===== config.mk =====
export PLATFORM = sky130hd
export DESIGN_NAME = teach_and_replay_axis_sequencer_top_flat
export DESIGN_NICKNAME = d
export VERILOG_FILES = /design/src/rtl/core/tars_pkg.sv /design/src/rtl/core/tars_if.sv /design/src/rtl/core/tars_lane.sv /design/src/rtl/core/teach_and_replay_axis_sequencer_top.sv /design/src/flat_wrapper.sv
export SDC_FILE = /design/constraint.sdc
export NUM_CORES = 2
export LEC_CHECK = 0
export BUFFER_PORTS_ARGS = -buffer_cell sky130_fd_sc_hd__buf_4
export CAP_MARGIN = 20
export CORE_UTILIZATION = 50
export CTS_BUF_LIST = sky130_fd_sc_hd__clkbuf_4
export DETAILED_ROUTE_END_ITERATION = 12
export HOLD_SLACK_MARGIN = 0.1
export PLACE_DENSITY = 0.66
export SLEW_MARGIN = 25
export SYNTH_ARGS = -nofsm -noshare
export SYNTH_HDL_FRONTEND = slang
export SYNTH_SLANG_ARGS = --single-unit

===== constraint.sdc =====
create_clock -name clk -period 28.8 [get_ports clk]
set_input_delay 4.32 -clock clk [delete_from_list [all_inputs] [get_ports clk]]
set_output_delay 4.32 -clock clk [all_outputs]
set_load 0.03 [all_outputs]

===== src/rtl/core/tars_pkg.sv =====
// Shared types and constants for the teach-and-replay sequencer.
package tars_pkg;

  localparam int JOY_BITS      = 10;
  localparam int JOY_LANES     = 5;
  localparam int AXIS_BITS     = 3;
  localparam int MAX_EVENTS    = 20;
  localparam int EVC_BITS      = 5;
  localparam int CFG_IDX_BITS  = 4;
  localparam int CFG_DATA_BITS = 10;

  typedef logic [JOY_BITS-1:0] joy_t;

  // Configuration register indexes
  localparam logic [CFG_IDX_BITS-1:0] CFG_JOG_HIGH = 4'd0;
  localparam logic [CFG_IDX_BITS-1:0] CFG_JOG_LOW  = 4'd1;

  localparam joy_t JOG_HIGH_RESET = 10'd700;
  localparam joy_t JOG_LOW_RESET  = 10'd250;

  // Caller of a homing pass
  localparam logic [1:0] HP_REC  = 2'd0;
  localparam logic [1:0] HP_PLAY = 2'd1;
  localparam logic [1:0] HP_HOME = 2'd2;

  // One buffered input item
  typedef struct packed {
    joy_t [JOY_LANES-1:0] joy;
    logic                 record_press;
    logic                 capture_press;
    logic                 play_press;
    logic                 home_press;
  } tars_item_t;

  // Command from the sequencer to one axis lane
  typedef struct packed {
    logic step_en;
    logic step_up;
    logic rem_step;
    logic rem_load;
  } tars_lane_cmd_t;

  // Status reported by one axis lane
  typedef struct packed {
    logic jog_up;
    logic jog_dn;
    logic pos_zero;
    logic pos_neg;
    logic pos_unit;
    logic rem_zero;
    logic rem_neg;
    logic rem_unit;
  } tars_lane_st_t;

endpackage


===== src/rtl/core/tars_if.sv =====
// Channel interfaces: input items, step results and configuration writes.
interface tars_in_if import tars_pkg::*; ();
  logic valid;
  logic ready;
  joy_t joy_base;
  joy_t joy_shoulder;
  joy_t joy_elbow;
  joy_t joy_wrist;
  joy_t joy_hand;
  logic record_press;
  logic capture_press;
  logic play_press;
  logic home_press;

  modport source (output valid, joy_base, joy_shoulder, joy_elbow, joy_wrist, joy_hand,
                  record_press, capture_press, play_press, home_press, input ready);
  modport sink (input valid, joy_base, joy_shoulder, joy_elbow, joy_wrist, joy_hand,
                record_press, capture_press, play_press, home_press, output ready);
endinterface

interface tars_out_if import tars_pkg::*; ();
  logic                 valid;
  logic                 ready;
  logic [AXIS_BITS-1:0] axis;
  logic                 direction;
  logic                 last;

  modport source (output valid, axis, direction, last, input ready);
  modport sink (input valid, axis, direction, last, output ready);
endinterface

interface tars_cfg_if import tars_pkg::*; ();
  logic                     valid;
  logic                     ready;
  logic [CFG_IDX_BITS-1:0]  index;
  logic [CFG_DATA_BITS-1:0] data;

  modport source (output valid, index, data, input ready);
  modport sink (input valid, index, data, output ready);
endinterface


===== src/rtl/core/tars_lane.sv =====
// One axis lane: position and remaining-step counters with jog and zero detection.
module tars_lane import tars_pkg::*; #(
  parameter int POS_BITS = 32
) (
  input  logic                clk,
  input  logic                rst_n,
  input  joy_t                sample,
  input  logic                sample_en,
  input  joy_t                thr_hi,
  input  joy_t                thr_lo,
  input  tars_lane_cmd_t      cmd,
  input  logic [POS_BITS-1:0] rem_load_val,
  output logic [POS_BITS-1:0] pos,
  output tars_lane_st_t       st
);

  localparam logic [POS_BITS-1:0] ONE = POS_BITS'(1);

  logic [POS_BITS-1:0] pos_r;
  logic [POS_BITS-1:0] rem_r;

  // Counters wrap modulo 2^POS_BITS
  always_ff @(posedge clk) begin
    if (!rst_n) begin
      pos_r <= '0;
      rem_r <= '0;
    end else begin
      if (cmd.step_en) begin
        pos_r <= cmd.step_up ? pos_r + ONE : pos_r - ONE;
      end
      if (cmd.rem_load) begin
        rem_r <= rem_load_val;
      end else if (cmd.rem_step) begin
        rem_r <= cmd.step_up ? rem_r + ONE : rem_r - ONE;
      end
    end
  end

  // Jog decision and zero, sign and one-step-from-zero flags
  always_comb begin
    st.jog_up   = sample_en && (sample > thr_hi);
    st.jog_dn   = sample_en && !(sample > thr_hi) && (sample < thr_lo);
    st.pos_zero = (pos_r == '0);
    st.pos_neg  = pos_r[POS_BITS-1];
    st.pos_unit = (pos_r == ONE) || (pos_r == '1);
    st.rem_zero = (rem_r == '0);
    st.rem_neg  = rem_r[POS_BITS-1];
    st.rem_unit = (rem_r == ONE) || (rem_r == '1);
  end

  assign pos = pos_r;

endmodule


===== src/rtl/core/teach_and_replay_axis_sequencer_top.sv =====
// Teach-and-replay sequencer top: tick sequencer, axis lanes, pose store and output stage.
// One input item is one control tick. The sequencer walks the tick one axis per cycle,
// unless output backpressure stalls it, over a row of axis lanes: jogging over every axis,
// the control states (one more after a record homing pass and one more per pose phase),
// a step for every axis visited by a homing or playback pass, and a load of each pose
// from the pose store in states LDA, LDB and LDC (one memory read port). A one-item input
// buffer takes the next tick while the current one runs; a pending-event register and an
// output register let the final event of the tick carry last. No clearing pass after reset.
module teach_and_replay_axis_sequencer_top import tars_pkg::*; #(
  parameter int NUM_AXES  = 5,
  parameter int NUM_POSES = 2,
  parameter int POS_BITS  = 32
) (
  input logic       clk,
  input logic       rst_n,
  tars_in_if.sink   in_ch,
  tars_out_if.source out_ch,
  tars_cfg_if.sink  cfg_ch
);

  localparam int AXW = (NUM_AXES > 1) ? $clog2(NUM_AXES) : 1;
  localparam int SW  = $clog2(NUM_POSES + 1);
  localparam int PW  = (NUM_POSES > 1) ? $clog2(NUM_POSES) : 1;
  localparam int ROW = NUM_AXES * POS_BITS;

  localparam logic [3:0] S_IDLE  = 4'd0;
  localparam logic [3:0] S_JOG   = 4'd1;
  localparam logic [3:0] S_REC   = 4'd2;
  localparam logic [3:0] S_RCHK  = 4'd3;
  localparam logic [3:0] S_CAP   = 4'd4;
  localparam logic [3:0] S_PLAY  = 4'd5;
  localparam logic [3:0] S_PCHK  = 4'd6;
  localparam logic [3:0] S_LDA   = 4'd7;
  localparam logic [3:0] S_LDB   = 4'd8;
  localparam logic [3:0] S_LDC   = 4'd9;
  localparam logic [3:0] S_PPASS = 4'd10;
  localparam logic [3:0] S_HOMEP = 4'd11;
  localparam logic [3:0] S_HPASS = 4'd12;
  localparam logic [3:0] S_FLUSH = 4'd13;

  // Configuration
  joy_t thr_hi_r, thr_lo_r;

  // Input buffer and current tick
  logic       buf_valid_r;
  tars_item_t buf_r, cur_r;

  // Sequencer state
  logic [3:0]          st_r, st_nxt;
  logic [AXW-1:0]      ax_r, ax_nxt;
  logic [1:0]          ctx_r, ctx_nxt;
  logic [EVC_BITS-1:0] ev_cnt_r;
  logic                recording_r, recording_nxt;
  logic                rec_fin_r, rec_fin_nxt;
  logic [SW-1:0]       cap_slot_r, cap_slot_nxt;
  logic                playing_r, playing_nxt;
  logic [SW-1:0]       phase_r, phase_nxt;
  logic                loaded_r, loaded_nxt;
  logic                homing_r, homing_nxt;

  // Sequencer actions
  logic          want, want_up, rem_step, rem_load, flush, take, cap_wr, to_latch;
  logic          can_emit, can_push, stall, fire, push;
  logic [PW-1:0] rd_addr;

  // Pending event and output register
  logic                 pend_valid_r;
  logic [AXIS_BITS-1:0] pend_axis_r;
  logic                 pend_dir_r;
  logic                 out_valid_r;
  logic [AXIS_BITS-1:0] out_axis_r;
  logic                 out_dir_r;
  logic                 out_last_r;

  // Pose store
  logic [ROW-1:0] pose_mem [NUM_POSES];
  logic           pose_vld_r [NUM_POSES];
  logic [ROW-1:0] rd_data_r;
  logic           rd_vld_r;
  logic [ROW-1:0] rd_row, to_row_r, pos_row;

  // Lanes
  tars_lane_cmd_t      lane_cmd [NUM_AXES];
  tars_lane_st_t       lane_st  [NUM_AXES];
  logic [POS_BITS-1:0] lane_pos [NUM_AXES];
  logic [POS_BITS-1:0] rem_ld_val [NUM_AXES];
  tars_lane_st_t       sel_st;
  logic                last_ax;
  logic                all_zero;

  // Configuration writes
  assign cfg_ch.ready = 1'b1;

  always_ff @(posedge clk) begin
    if (!rst_n) begin
      thr_hi_r <= JOG_HIGH_RESET;
      thr_lo_r <= JOG_LOW_RESET;
    end else if (cfg_ch.valid) begin
      unique case (cfg_ch.index)
        CFG_JOG_HIGH: thr_hi_r <= cfg_ch.data;
        CFG_JOG_LOW:  thr_lo_r <= cfg_ch.data;
        default: ;
      endcase
    end
  end

  // Input buffer: free while a tick runs
  assign in_ch.ready = !buf_valid_r;

  always_ff @(posedge clk) begin
    if (!rst_n) begin
      buf_valid_r <= 1'b0;
    end else if (take) begin
      buf_valid_r <= 1'b0;
    end else if (in_ch.valid && in_ch.ready) begin
      buf_valid_r <= 1'b1;
    end
  end

  always_ff @(posedge clk) begin
    if (in_ch.valid && in_ch.ready) begin
      buf_r.joy[0]        <= in_ch.joy_base;
      buf_r.joy[1]        <= in_ch.joy_shoulder;
      buf_r.joy[2]        <= in_ch.joy_elbow;
      buf_r.joy[3]        <= in_ch.joy_wrist;
      buf_r.joy[4]        <= in_ch.joy_hand;
      buf_r.record_press  <= in_ch.record_press;
      buf_r.capture_press <= in_ch.capture_press;
      buf_r.play_press    <= in_ch.play_press;
      buf_r.home_press    <= in_ch.home_press;
    end
    if (take) begin
      cur_r <= buf_r;
    end
  end

  // Axis lanes
  for (genvar a = 0; a < NUM_AXES; a++) begin : g_lane
    joy_t sample;
    logic sample_en;

    if (a < JOY_LANES) begin : g_joy
      assign sample    = cur_r.joy[a];
      assign sample_en = 1'b1;
    end else begin : g_nojoy
      assign sample    = '0;
      assign sample_en = 1'b0;
    end

    assign lane_cmd[a].step_en  = fire && (ax_r == AXW'(a));
    assign lane_cmd[a].step_up  = want_up;
    assign lane_cmd[a].rem_step = fire && rem_step && (ax_r == AXW'(a));
    assign lane_cmd[a].rem_load = rem_load && !stall;

    assign pos_row[a*POS_BITS +: POS_BITS] = lane_pos[a];
    // Remaining steps: previous pose minus target pose
    assign rem_ld_val[a] = ((phase_r <= SW'(1)) ? '0 : rd_row[a*POS_BITS +: POS_BITS])
                           - to_row_r[a*POS_BITS +: POS_BITS];

    tars_lane #(.POS_BITS(POS_BITS)) u_lane (
      .clk          (clk),
      .rst_n        (rst_n),
      .sample       (sample),
      .sample_en    (sample_en),
      .thr_hi       (thr_hi_r),
      .thr_lo       (thr_lo_r),
      .cmd          (lane_cmd[a]),
      .rem_load_val (rem_ld_val[a]),
      .pos          (lane_pos[a]),
      .st           (lane_st[a])
    );
  end

  // Merge: selected lane and all-home detect
  assign sel_st  = lane_st[ax_r];
  assign last_ax = (ax_r == AXW'(NUM_AXES - 1));

  always_comb begin
    all_zero = 1'b1;
    for (int a = 0; a < NUM_AXES; a++) begin
      all_zero = all_zero && lane_st[a].pos_zero;
    end
  end

  // Pose store with registered read
  assign rd_row = rd_vld_r ? rd_data_r : '0;

  always_ff @(posedge clk) begin
    if (cap_wr) begin
      pose_mem[cap_slot_r[PW-1:0]] <= pos_row;
    end
    rd_data_r <= pose_mem[rd_addr];
    rd_vld_r  <= pose_vld_r[rd_addr];
    if (to_latch) begin
      to_row_r <= rd_row;
    end
  end

  always_ff @(posedge clk) begin
    if (!rst_n) begin
      for (int p = 0; p < NUM_POSES; p++) begin
        pose_vld_r[p] <= 1'b0;
      end
    end else if (cap_wr) begin
      pose_vld_r[cap_slot_r[PW-1:0]] <= 1'b1;
    end
  end

  // Tick sequencer
  assign can_emit = (ev_cnt_r < EVC_BITS'(MAX_EVENTS));
  assign can_push = !out_valid_r || out_ch.ready;

  always_comb begin
    logic rec_n, fin_n, play_n, hom_n, pass_ok, done;
    logic [SW-1:0] ph_n;

    rec_n   = recording_r;
    fin_n   = rec_fin_r;
    play_n  = playing_r;
    hom_n   = homing_r;
    ph_n    = phase_r;
    pass_ok = 1'b0;
    done    = 1'b0;

    st_nxt        = st_r;
    ax_nxt        = ax_r;
    ctx_nxt       = ctx_r;
    recording_nxt = recording_r;
    rec_fin_nxt   = rec_fin_r;
    cap_slot_nxt  = cap_slot_r;
    playing_nxt   = playing_r;
    phase_nxt     = phase_r;
    loaded_nxt    = loaded_r;
    homing_nxt    = homing_r;
    want          = 1'b0;
    want_up       = 1'b0;
    rem_step      = 1'b0;
    rem_load      = 1'b0;
    flush         = 1'b0;
    take          = 1'b0;
    cap_wr        = 1'b0;
    to_latch      = 1'b0;
    rd_addr       = '0;

    unique case (st_r)
      S_IDLE: begin
        if (buf_valid_r) begin
          take   = 1'b1;
          ax_nxt = '0;
          st_nxt = S_JOG;
        end
      end
      S_JOG: begin
        if (sel_st.jog_up) begin
          want    = 1'b1;
          want_up = 1'b1;
        end else if (sel_st.jog_dn) begin
          want = 1'b1;
        end
        if (last_ax) begin
          st_nxt = S_REC;
        end else begin
          ax_nxt = ax_r + AXW'(1);
        end
      end
      S_REC: begin
        if (cur_r.record_press) begin
          if (!recording_r) begin
            rec_n = 1'b1;
          end else begin
            fin_n = 1'b1;
          end
        end
        recording_nxt = rec_n;
        rec_fin_nxt   = fin_n;
        if (rec_n && fin_n) begin
          st_nxt  = S_HPASS;
          ctx_nxt = HP_REC;
          ax_nxt  = '0;
        end else begin
          st_nxt = S_CAP;
        end
      end
      S_RCHK: begin
        if (all_zero) begin
          recording_nxt = 1'b0;
          rec_fin_nxt   = 1'b0;
          cap_slot_nxt  = '0;
        end
        st_nxt = S_CAP;
      end
      S_CAP: begin
        if (recording_r && cur_r.capture_press && (cap_slot_r < SW'(NUM_POSES))) begin
          cap_wr       = 1'b1;
          cap_slot_nxt = cap_slot_r + SW'(1);
        end
        st_nxt = S_PLAY;
      end
      S_PLAY: begin
        if (cur_r.play_press) begin
          play_n     = !playing_r;
          ph_n       = '0;
          loaded_nxt = 1'b0;
        end
        playing_nxt = play_n;
        phase_nxt   = ph_n;
        if (play_n && (ph_n == '0)) begin
          st_nxt  = S_HPASS;
          ctx_nxt = HP_PLAY;
          ax_nxt  = '0;
        end else begin
          st_nxt = S_PCHK;
        end
      end
      S_PCHK: begin
        if (playing_r && (phase_r != '0) && (phase_r <= SW'(NUM_POSES))) begin
          if (!loaded_r) begin
            st_nxt = S_LDA;
          end else begin
            ax_nxt = '0;
            st_nxt = S_PPASS;
          end
        end else begin
          st_nxt = S_HOMEP;
        end
      end
      S_LDA: begin
        rd_addr = PW'(phase_r - SW'(1));
        st_nxt  = S_LDB;
      end
      S_LDB: begin
        to_latch = 1'b1;
        rd_addr  = PW'(phase_r - SW'(2));
        st_nxt   = S_LDC;
      end
      S_LDC: begin
        rem_load   = 1'b1;
        loaded_nxt = 1'b1;
        ax_nxt     = '0;
        st_nxt     = S_PPASS;
      end
      S_PPASS: begin
        if (!sel_st.rem_zero) begin
          want     = 1'b1;
          want_up  = sel_st.rem_neg;
          rem_step = 1'b1;
          if (!(can_emit && sel_st.rem_unit)) begin
            st_nxt = S_HOMEP;
          end else if (last_ax) begin
            pass_ok = 1'b1;
          end else begin
            ax_nxt = ax_r + AXW'(1);
          end
        end else if (last_ax) begin
          pass_ok = 1'b1;
        end else begin
          ax_nxt = ax_r + AXW'(1);
        end
        // Pose reached: next phase within the same tick
        if (pass_ok) begin
          loaded_nxt = 1'b0;
          if (phase_r >= SW'(NUM_POSES)) begin
            playing_nxt = 1'b0;
            phase_nxt   = '0;
          end else begin
            phase_nxt = phase_r + SW'(1);
          end
          st_nxt = S_PCHK;
        end
      end
      S_HOMEP: begin
        if (cur_r.home_press) begin
          hom_n = !homing_r;
        end
        homing_nxt = hom_n;
        if (hom_n) begin
          st_nxt  = S_HPASS;
          ctx_nxt = HP_HOME;
          ax_nxt  = '0;
        end else begin
          st_nxt = S_FLUSH;
        end
      end
      S_HPASS: begin
        if (sel_st.pos_zero) begin
          if (last_ax) begin
            homing_nxt = 1'b0;
            if (playing_r && (phase_r == '0)) begin
              phase_nxt  = SW'(1);
              loaded_nxt = 1'b0;
            end
            done = 1'b1;
          end else begin
            ax_nxt = ax_r + AXW'(1);
          end
        end else begin
          want    = 1'b1;
          want_up = sel_st.pos_neg;
          if (!(can_emit && sel_st.pos_unit) || last_ax) begin
            done = 1'b1;
          end else begin
            ax_nxt = ax_r + AXW'(1);
          end
        end
        if (done) begin
          case (ctx_r)
            HP_REC:  st_nxt = S_RCHK;
            HP_PLAY: st_nxt = S_PCHK;
            default: st_nxt = S_FLUSH;
          endcase
        end
      end
      S_FLUSH: begin
        flush  = 1'b1;
        st_nxt = S_IDLE;
      end
      default: st_nxt = S_IDLE;
    endcase
  end

  // A step or the end-of-tick flush waits while the pending event cannot move to the output register
  assign stall = pend_valid_r && !can_push && ((want && can_emit) || flush);
  assign fire  = want && can_emit && !stall;
  assign push  = pend_valid_r && can_push && (fire || flush);

  always_ff @(posedge clk) begin
    if (!rst_n) begin
      st_r        <= S_IDLE;
      ax_r        <= '0;
      ctx_r       <= HP_REC;
      ev_cnt_r    <= '0;
      recording_r <= 1'b0;
      rec_fin_r   <= 1'b0;
      cap_slot_r  <= '0;
      playing_r   <= 1'b0;
      phase_r     <= '0;
      loaded_r    <= 1'b0;
      homing_r    <= 1'b0;
    end else if (!stall) begin
      st_r        <= st_nxt;
      ax_r        <= ax_nxt;
      ctx_r       <= ctx_nxt;
      recording_r <= recording_nxt;
      rec_fin_r   <= rec_fin_nxt;
      cap_slot_r  <= cap_slot_nxt;
      playing_r   <= playing_nxt;
      phase_r     <= phase_nxt;
      loaded_r    <= loaded_nxt;
      homing_r    <= homing_nxt;
      if (take) begin
        ev_cnt_r <= '0;
      end else if (fire) begin
        ev_cnt_r <= ev_cnt_r + EVC_BITS'(1);
      end
    end
  end

  // Pending event: held back one step so the final item of a tick carries last
  always_ff @(posedge clk) begin
    if (!rst_n) begin
      pend_valid_r <= 1'b0;
    end else if (fire) begin
      pend_valid_r <= 1'b1;
    end else if (flush && can_push) begin
      pend_valid_r <= 1'b0;
    end
  end

  always_ff @(posedge clk) begin
    if (fire) begin
      pend_axis_r <= AXIS_BITS'(ax_r);
      pend_dir_r  <= !want_up;
    end
  end

  // Output register
  always_ff @(posedge clk) begin
    if (!rst_n) begin
      out_valid_r <= 1'b0;
    end else if (push) begin
      out_valid_r <= 1'b1;
    end else if (out_ch.ready) begin
      out_valid_r <= 1'b0;
    end
  end

  always_ff @(posedge clk) begin
    if (push) begin
      out_axis_r <= pend_axis_r;
      out_dir_r  <= pend_dir_r;
      out_last_r <= flush;
    end
  end

  assign out_ch.valid     = out_valid_r;
  assign out_ch.axis      = out_axis_r;
  assign out_ch.direction = out_dir_r;
  assign out_ch.last      = out_last_r;

  // Checks
  a_ev_budget: assert property (@(posedge clk) disable iff (!rst_n)
    ev_cnt_r <= EVC_BITS'(MAX_EVENTS))
    else $error("step budget exceeded");

  a_idle_flushed: assert property (@(posedge clk) disable iff (!rst_n)
    (st_r == S_IDLE) |-> !pend_valid_r)
    else $error("pending item left at end of tick");

  a_phase_range: assert property (@(posedge clk) disable iff (!rst_n)
    phase_r <= SW'(NUM_POSES))
    else $error("play phase out of range");

  a_slot_range: assert property (@(posedge clk) disable iff (!rst_n)
    cap_slot_r <= SW'(NUM_POSES))
    else $error("capture slot out of range");

endmodule

===== src/flat_wrapper.sv =====
// flat-port wrapper written by rule: the top's interface ports become plain ports
module teach_and_replay_axis_sequencer_top_flat import tars_pkg::*;
#(
  parameter int NUM_AXES  = 5,
  parameter int NUM_POSES = 2,
  parameter int POS_BITS  = 32
)
  (clk, rst_n, in_ch_valid, in_ch_joy_base, in_ch_joy_shoulder, in_ch_joy_elbow, in_ch_joy_wrist, in_ch_joy_hand, in_ch_record_press, in_ch_capture_press, in_ch_play_press, in_ch_home_press, in_ch_ready, out_ch_valid, out_ch_axis, out_ch_direction, out_ch_last, out_ch_ready, cfg_ch_valid, cfg_ch_index, cfg_ch_data, cfg_ch_ready);
  tars_in_if in_ch_i ();
  tars_out_if out_ch_i ();
  tars_cfg_if cfg_ch_i ();
  input logic clk;
  input logic rst_n;
  input wire logic [$bits(in_ch_i.valid)-1:0] in_ch_valid;
  input wire logic [$bits(in_ch_i.joy_base)-1:0] in_ch_joy_base;
  input wire logic [$bits(in_ch_i.joy_shoulder)-1:0] in_ch_joy_shoulder;
  input wire logic [$bits(in_ch_i.joy_elbow)-1:0] in_ch_joy_elbow;
  input wire logic [$bits(in_ch_i.joy_wrist)-1:0] in_ch_joy_wrist;
  input wire logic [$bits(in_ch_i.joy_hand)-1:0] in_ch_joy_hand;
  input wire logic [$bits(in_ch_i.record_press)-1:0] in_ch_record_press;
  input wire logic [$bits(in_ch_i.capture_press)-1:0] in_ch_capture_press;
  input wire logic [$bits(in_ch_i.play_press)-1:0] in_ch_play_press;
  input wire logic [$bits(in_ch_i.home_press)-1:0] in_ch_home_press;
  output wire logic [$bits(in_ch_i.ready)-1:0] in_ch_ready;
  output wire logic [$bits(out_ch_i.valid)-1:0] out_ch_valid;
  output wire logic [$bits(out_ch_i.axis)-1:0] out_ch_axis;
  output wire logic [$bits(out_ch_i.direction)-1:0] out_ch_direction;
  output wire logic [$bits(out_ch_i.last)-1:0] out_ch_last;
  input wire logic [$bits(out_ch_i.ready)-1:0] out_ch_ready;
  input wire logic [$bits(cfg_ch_i.valid)-1:0] cfg_ch_valid;
  input wire logic [$bits(cfg_ch_i.index)-1:0] cfg_ch_index;
  input wire logic [$bits(cfg_ch_i.data)-1:0] cfg_ch_data;
  output wire logic [$bits(cfg_ch_i.ready)-1:0] cfg_ch_ready;
  assign in_ch_i.valid = in_ch_valid;
  assign in_ch_i.joy_base = in_ch_joy_base;
  assign in_ch_i.joy_shoulder = in_ch_joy_shoulder;
  assign in_ch_i.joy_elbow = in_ch_joy_elbow;
  assign in_ch_i.joy_wrist = in_ch_joy_wrist;
  assign in_ch_i.joy_hand = in_ch_joy_hand;
  assign in_ch_i.record_press = in_ch_record_press;
  assign in_ch_i.capture_press = in_ch_capture_press;
  assign in_ch_i.play_press = in_ch_play_press;
  assign in_ch_i.home_press = in_ch_home_press;
  assign in_ch_ready = in_ch_i.ready;
  assign out_ch_valid = out_ch_i.valid;
  assign out_ch_axis = out_ch_i.axis;
  assign out_ch_direction = out_ch_i.direction;
  assign out_ch_last = out_ch_i.last;
  assign out_ch_i.ready = out_ch_ready;
  assign cfg_ch_i.valid = cfg_ch_valid;
  assign cfg_ch_i.index = cfg_ch_index;
  assign cfg_ch_i.data = cfg_ch_data;
  assign cfg_ch_ready = cfg_ch_i.ready;
  teach_and_replay_axis_sequencer_top #(.NUM_AXES(NUM_AXES), .NUM_POSES(NUM_POSES), .POS_BITS(POS_BITS)) u_core (.clk(clk), .rst_n(rst_n), .in_ch(in_ch_i), .out_ch(out_ch_i), .cfg_ch(cfg_ch_i));
endmodule

# After elaboration in Yosys (flattened, before gate mapping)
# Memories as Yosys holds them, arrays and structs flattened. A register that Yosys moved wholly into a read port is not among the register bits.
# Index checks and enable logic that the tools add are counted.
# totals
register_bits,643
ram_bits,322
input_bits,73
output_inout_bits,8
wordCells,405
memories,2
# mem_list
name,words,word_bits,rd,rd_clocked_by_memory_dff,wr,line,source
u_core.pose_mem,2,160,1,1,1,teach_and_replay_axis_sequencer_top.sv:76,logic [ROW-1:0] pose_mem [NUM_POSES];
u_core.pose_vld_r,2,1,1,1,2,teach_and_replay_axis_sequencer_top.sv:77,logic pose_vld_r [NUM_POSES];
# classes
add_sub_neg,31
order_cmp,16
eq_ne,59
muxes,132
bitwise,3
n_reduce_logical,112
# op_table
op,n
two-way mux 32 bit,25
"adder 32 x 1 -> 32 bit, second input constant",10
"equality test 32 x 1 -> 1 bit, second input constant",10
"equality test 32 bit, second input constant",10
zero test 32 bit,10
"subtractor 32 x 1 -> 32 bit, second input constant",10
two-way mux 160 bit,1
subtractor 32 bit,5
two-way mux 1 bit,54
case mux 4 bit (13 select lines),1
greater-than comparator 10 bit,5
less-than comparator 10 bit,5
two-way mux 4 bit,10
logical AND 1 bit,38
two-way mux 3 bit,11
"!= test 2 x 1 -> 1 bit, second input constant",16
case mux 3 bit (9 select lines),1
nonzero test 2 bit,13
binary-select mux 8 bit (select 3 bit),1
"equality test 4 bit, second input constant",6
two-way mux 2 bit,12
"equality test 4 x 3 -> 1 bit, second input constant",4
two-way mux 8 bit,2
logical OR 1 bit,14
other kinds (44),79

# Depth between registers and ports, before layout
# logic_depth
word_depth,18
mapped_depth,16
ltp_nobuf,14

# By module
# From an unflattened synthesis, not the netlist that was laid out.
# unflattened
cells_unflattened,6251
area_unflattened_um2,61774.2
# by_module_without_submodules
mod,instances,cells_each,area_per_inst_um2,seq_area_each_um2
teach_and_replay_axis_sequencer_top,1,2831,35962.0,22111.2
tars_lane,5,684,5162.5,1281.2

# Worst setup path after synthesis
# Ideal clock, no wire load.
# synth_timing
path_kind,reg2reg
start,register u_core.st_r[2]
end,"register u_core.rd_data_r[100], read port of u_core.pose_mem"
setup_ps,121
arrival_time_ps,14542
required_time_ps,28679
path_slack_ps,14137
stages_incl_launch_ff,7
path_buffers,3
synth_period_minus_slack_ps,14663
cell_sequence,dfxtp_1 > clkbuf_1 > nor3_1 > a21oi_1 > clkbuf_1 > clkbuf_1 > mux2_2
# synth_via
elab_chain_cells,2
elab_cells_between_ends,3
classes_between,eq/ne: 2; mux: 1
# synth_rtl
item,line,source
start: declaration,teach_and_replay_axis_sequencer_top.sv:49,"logic [3:0] st_r, st_nxt;"
start signal: assignment,teach_and_replay_axis_sequencer_top.sv:440,st_r <= st_nxt;
equality test 4 bit or equality test 4 x 3 -> 1 bit (tied branches),teach_and_replay_axis_sequencer_top.sv:245,unique case (st_r)
case mux 1 bit (2 select lines) *,teach_and_replay_axis_sequencer_top.sv:245,
end: declaration,teach_and_replay_axis_sequencer_top.sv:78,logic [ROW-1:0] rd_data_r;
# Mark *: on every way between the ends. The rest lies on a longest branch, timed or not.
# A chain may end at the register's enable or synchronous reset.

# Worst setup path in the final report
# layout_timing
start,register u_core.buf_valid_r
end,output port in_ch_ready
# layout_via
elab_chain_cells,1
# layout_rtl
item,line,source
start: declaration,teach_and_replay_axis_sequencer_top.sv:45,logic buf_valid_r;
start signal: assignment,teach_and_replay_axis_sequencer_top.sv:112,buf_valid_r <= 1'b0;
start signal: assignment,teach_and_replay_axis_sequencer_top.sv:114,buf_valid_r <= 1'b0;
start signal: assignment,teach_and_replay_axis_sequencer_top.sv:116,buf_valid_r <= 1'b1;
zero test 1 bit,teach_and_replay_axis_sequencer_top.sv:108,assign in_ch.ready = !buf_valid_r;
end: declaration,flat_wrapper.sv:24,output wire logic [$bits(in_ch_i.ready)-1:0] in_ch_ready;
# Every way passes these cells.

==> metrics <==
Setup crit end kind output pin; initial DRC count 3,517; EDFF count, synth just under 600; VDD IR-drop max 0.0523 mV; Core Rows ~130; post_cts resized 0; drt via density around 5.9; WP data required roughly 24 ns; Die W around 350 um; Primary FF master, synth edfxtp_1; PwrDens approximately 66 mW/mm2; HPWL after DPL 100 mm; routed len/inst about 19 um; Clock Sinks about 1,100; crit path cell chain inv_1 > buf_4; Leakage between 20 and 30 nW; status complete, no violations; Nets between 6,000 and 7,000; pin count of the biggest net entering global routing approximately 160; initial antenna violation count 5; total gr overflow 0; Sw Share between 30% and 40%; Comb power frac 24.5%; hold_ws between 0.4 and 0.5 ns; register area share after synthesis 47.1%; hold_sp u_core.buf_r[27]; CTS tree yes; CP startpoint kind register; layout cells sized above 1 14.0%; Detail Route Antenna Nets 0; worst min-delay path class register to register; Flop pwr share between 40% and 50%; max_cap viols 0; Fin. Hold Viols 0; asr flop ratio synth 0%; Mapped Nets 6,467; Num CTS Buffers roughly 320; number of global-route vias before repair between 40,000 and 50,000; clock power share around 33%; synth top area cells edfxtp_1 (30%), dfxtp_1 (17%), ha_1 (5.9%); core footprint 0.120 mm2; initial core utilization a little over 50%; Post-Syn Instances ~6,100; Slew HR roughly a quarter; Fin Setup TNS 0 ns; crit path buf inv count 2; area share of the largest cell type after synthesis between 20 and 30%; Crit Path Class register to output pin; die area about 0.12 mm2; Internal 0.00297 W; clk slew on worst S/H paths ~0.07 ns; Ys Warns 0; first-pass detailed-route iteration total 6; htree depth 5; Final setup viols 0; Syn Std Cell Area 0.0606 mm2; Root Buffer Master clkbuf_4; Avg Cell Area, Syn slightly below 10 um2; Final min period roughly 6.4 ns; CP delay by family, top flip-flops; fmax ~0.16 GHz; final slew viol count 0; FF-to-FF Start u_core.ax_r[2]; Arr. time, crit path ~2.1 ns; Synth Register Bits between 1,000 and 1,500; CTS Buffer Depth 4; die height 350 um; Skew-Pair Late Insertion Delay about 1.2 ns; WL final around 150 mm; Sw Pwr approximately 0.0014 W; Post-Route Skew between 0.09 and 0.1 ns; RePlAce Congestion 0.877; Setup Fix Bufs, Post-CTS 0; Final period util between 20 and 25%; detailed-route via count 47,700; # hold bufs at CTS 0; slowest stage cell on the critical path dfxtp_1; CP max stage delay about 0.64 ns; crit-path max FO 6; Setup crit start u_core.buf_valid_r; I/O pin total 81; first-pass GRT wire length roughly 240 mm; Slew @ Worst Pin between 1 and 1.5 ns; total global-route track usage between 20% and 30%; Port Buffers 79; unrepaired setup endpoints after global routing no; area grow syn2layout 9.90%; residual DRC count 0; post-synth cell types 99; Yosys top cell by area edfxtp_1
[synthesized netlist by cell type, types with 18 or more instances]
library cell,count
xor2_1,76
a21oi_1,322
or3_1,79
xnor2_1,294
nor2_1,403
o21ai_0,169
nand2b_1,96
or4_1,48
nand2_1,391
nand4b_1,24
nor4_1,86
a31oi_1,37
mux2i_1,70
a221oi_1,91
o31ai_1,18
mux2_2,173
and4_1,35
a21o_1,85
nor3_1,165
and2_1,210
and3_1,255
buf_2,64
nand3_1,236
inv_1,268
o21a_1,43
or2_2,18
nor2b_1,31
ha_1,286
nand4_1,176
o22ai_1,65
nand3b_1,18
edfxtp_1,597
buf_1,26
dfxtp_1,529
clkbuf_1,234
a211oi_1,86
o211ai_1,44
[final timing paths]
kind	endpoint	slack (ns)	cells past startpoint
setup / recovery	in_ch_ready	22.40	2
hold / removal	u_core.g_lane[2].sample[3]	0.40	0
setup reg to reg	u_core.g_lane[0].u_lane.rem_r[28]	22.56	13
hold reg to reg	u_core.g_lane[2].sample[3]	0.40	0
[through the flow]
stage / setup WS, ns / std cells / utilization (%) / power, W / instance area, um2
global route: 22.03 / 8091 / 55.5 / 0.00468 / 66600
CTS: 22.26 / 8087 / 55.4 / 0.00446 / 66500
global placement: 21.00 / 7528 / 52.1 / 0.00297 / 62500
detailed placement: 21.33 / 7528 / 52.1 / 0.00298 / 62500
finish: 22.40 / 8091 / 55.5 / 0.00442 / 66600
floorplan: 14.14 / 6103 / - / 0.00269 / 60600
[cell families (layout without fill, tap and decap cells)]
group           after synthesis  after routing  share of synthesized area (%)
simple gates               2335           2335                           20.7
compound gates             1137           1137                           12.5
flops                      1126           1126                           47.1
buf+inv                     597            971                           3.86
xor+xnor                    370            370                           5.35
fa+ha+maj                   292            292                           6.09
mux                         245            245                           4.45
other cells                   1              3                        0.00619
[area by class of cell]
type	count	area (um2)
flip-flops and latches	1126	28500
inverters	269	1020
multi-input cells	4380	29900
clock buffers	479	3600
diodes	2	5.00
clock inverters	80	399
well taps	1612	2020
repair buffers	143	1150
fillers	10600	53400
[power groups by stage]
stage | logic (W) | clock network (W) | registers, W
after detailed placement | 0.00107 | 0 | 0.00192
after CTS | 0.00107 | 0.00150 | 0.00188
after global routing | 0.00119 | 0.00158 | 0.00190
final | 0.00108 | 0.00145 | 0.00189
after floorplan | 0.000778 | 0 | 0.00191
after global placement | 0.00106 | 0 | 0.00192
[routing by layer]
layer,wire (um),GRT usage [%],vias to the layer above
li1,-,-,23000
met1,67500,32.1,22800
met2,72000,40.2,1614
met3,9760,4.93,293
met4,4280,11.0,4
met5,30,0,-
[worst register-to-register path, cell delays in order (launching register included)]
cell      delay [ns]
dfxtp_1         0.69
inv_1           0.40
nor3_1          0.70
a22oi_1         0.23
o22ai_1         0.35
a211oi_1        0.16
a31oi_4         0.31
buf_4           0.70
buf_4           0.84
buf_4           0.80
mux2i_1         0.29
o21a_1          0.21
or3_1           0.34
o211a_1         0.13
[state kept, by name, indices dropped and copies added (netlist names), 2 cells and up]
name,count
u_core.ax_r,3
u_core.buf_r,54
u_core.cap_slot_r,2
u_core.ctx_r,2
u_core.cur_r,4
u_core.ev_cnt_r,5
u_core.g_lane.sample,50
u_core.g_lane.u_lane.pos,160
u_core.g_lane.u_lane.rem_r,160
u_core.out_ch.axis,3
u_core.pend_axis_r,3
u_core.phase_r,2
u_core.pose_mem,320
u_core.pose_vld_r,2
u_core.rd_data_r,160
u_core.st_r,4
u_core.thr_hi_r,10
u_core.thr_lo_r,10
u_core.to_row_r,160
[cell usage in the layout (no fill, tap or decap), types with 234 or more instances in the layout]
cell type / count
a21oi_1: 320
and3_1: 254
clkbuf_4: 479
dfxtp_1: 527
edfxtp_1: 597
ha_1: 286
inv_1: 267
nand2_1: 389
nand3_1: 234
nor2_1: 400
xnor2_1: 294
No activity file was read; power rests on OpenSTA's default activity.
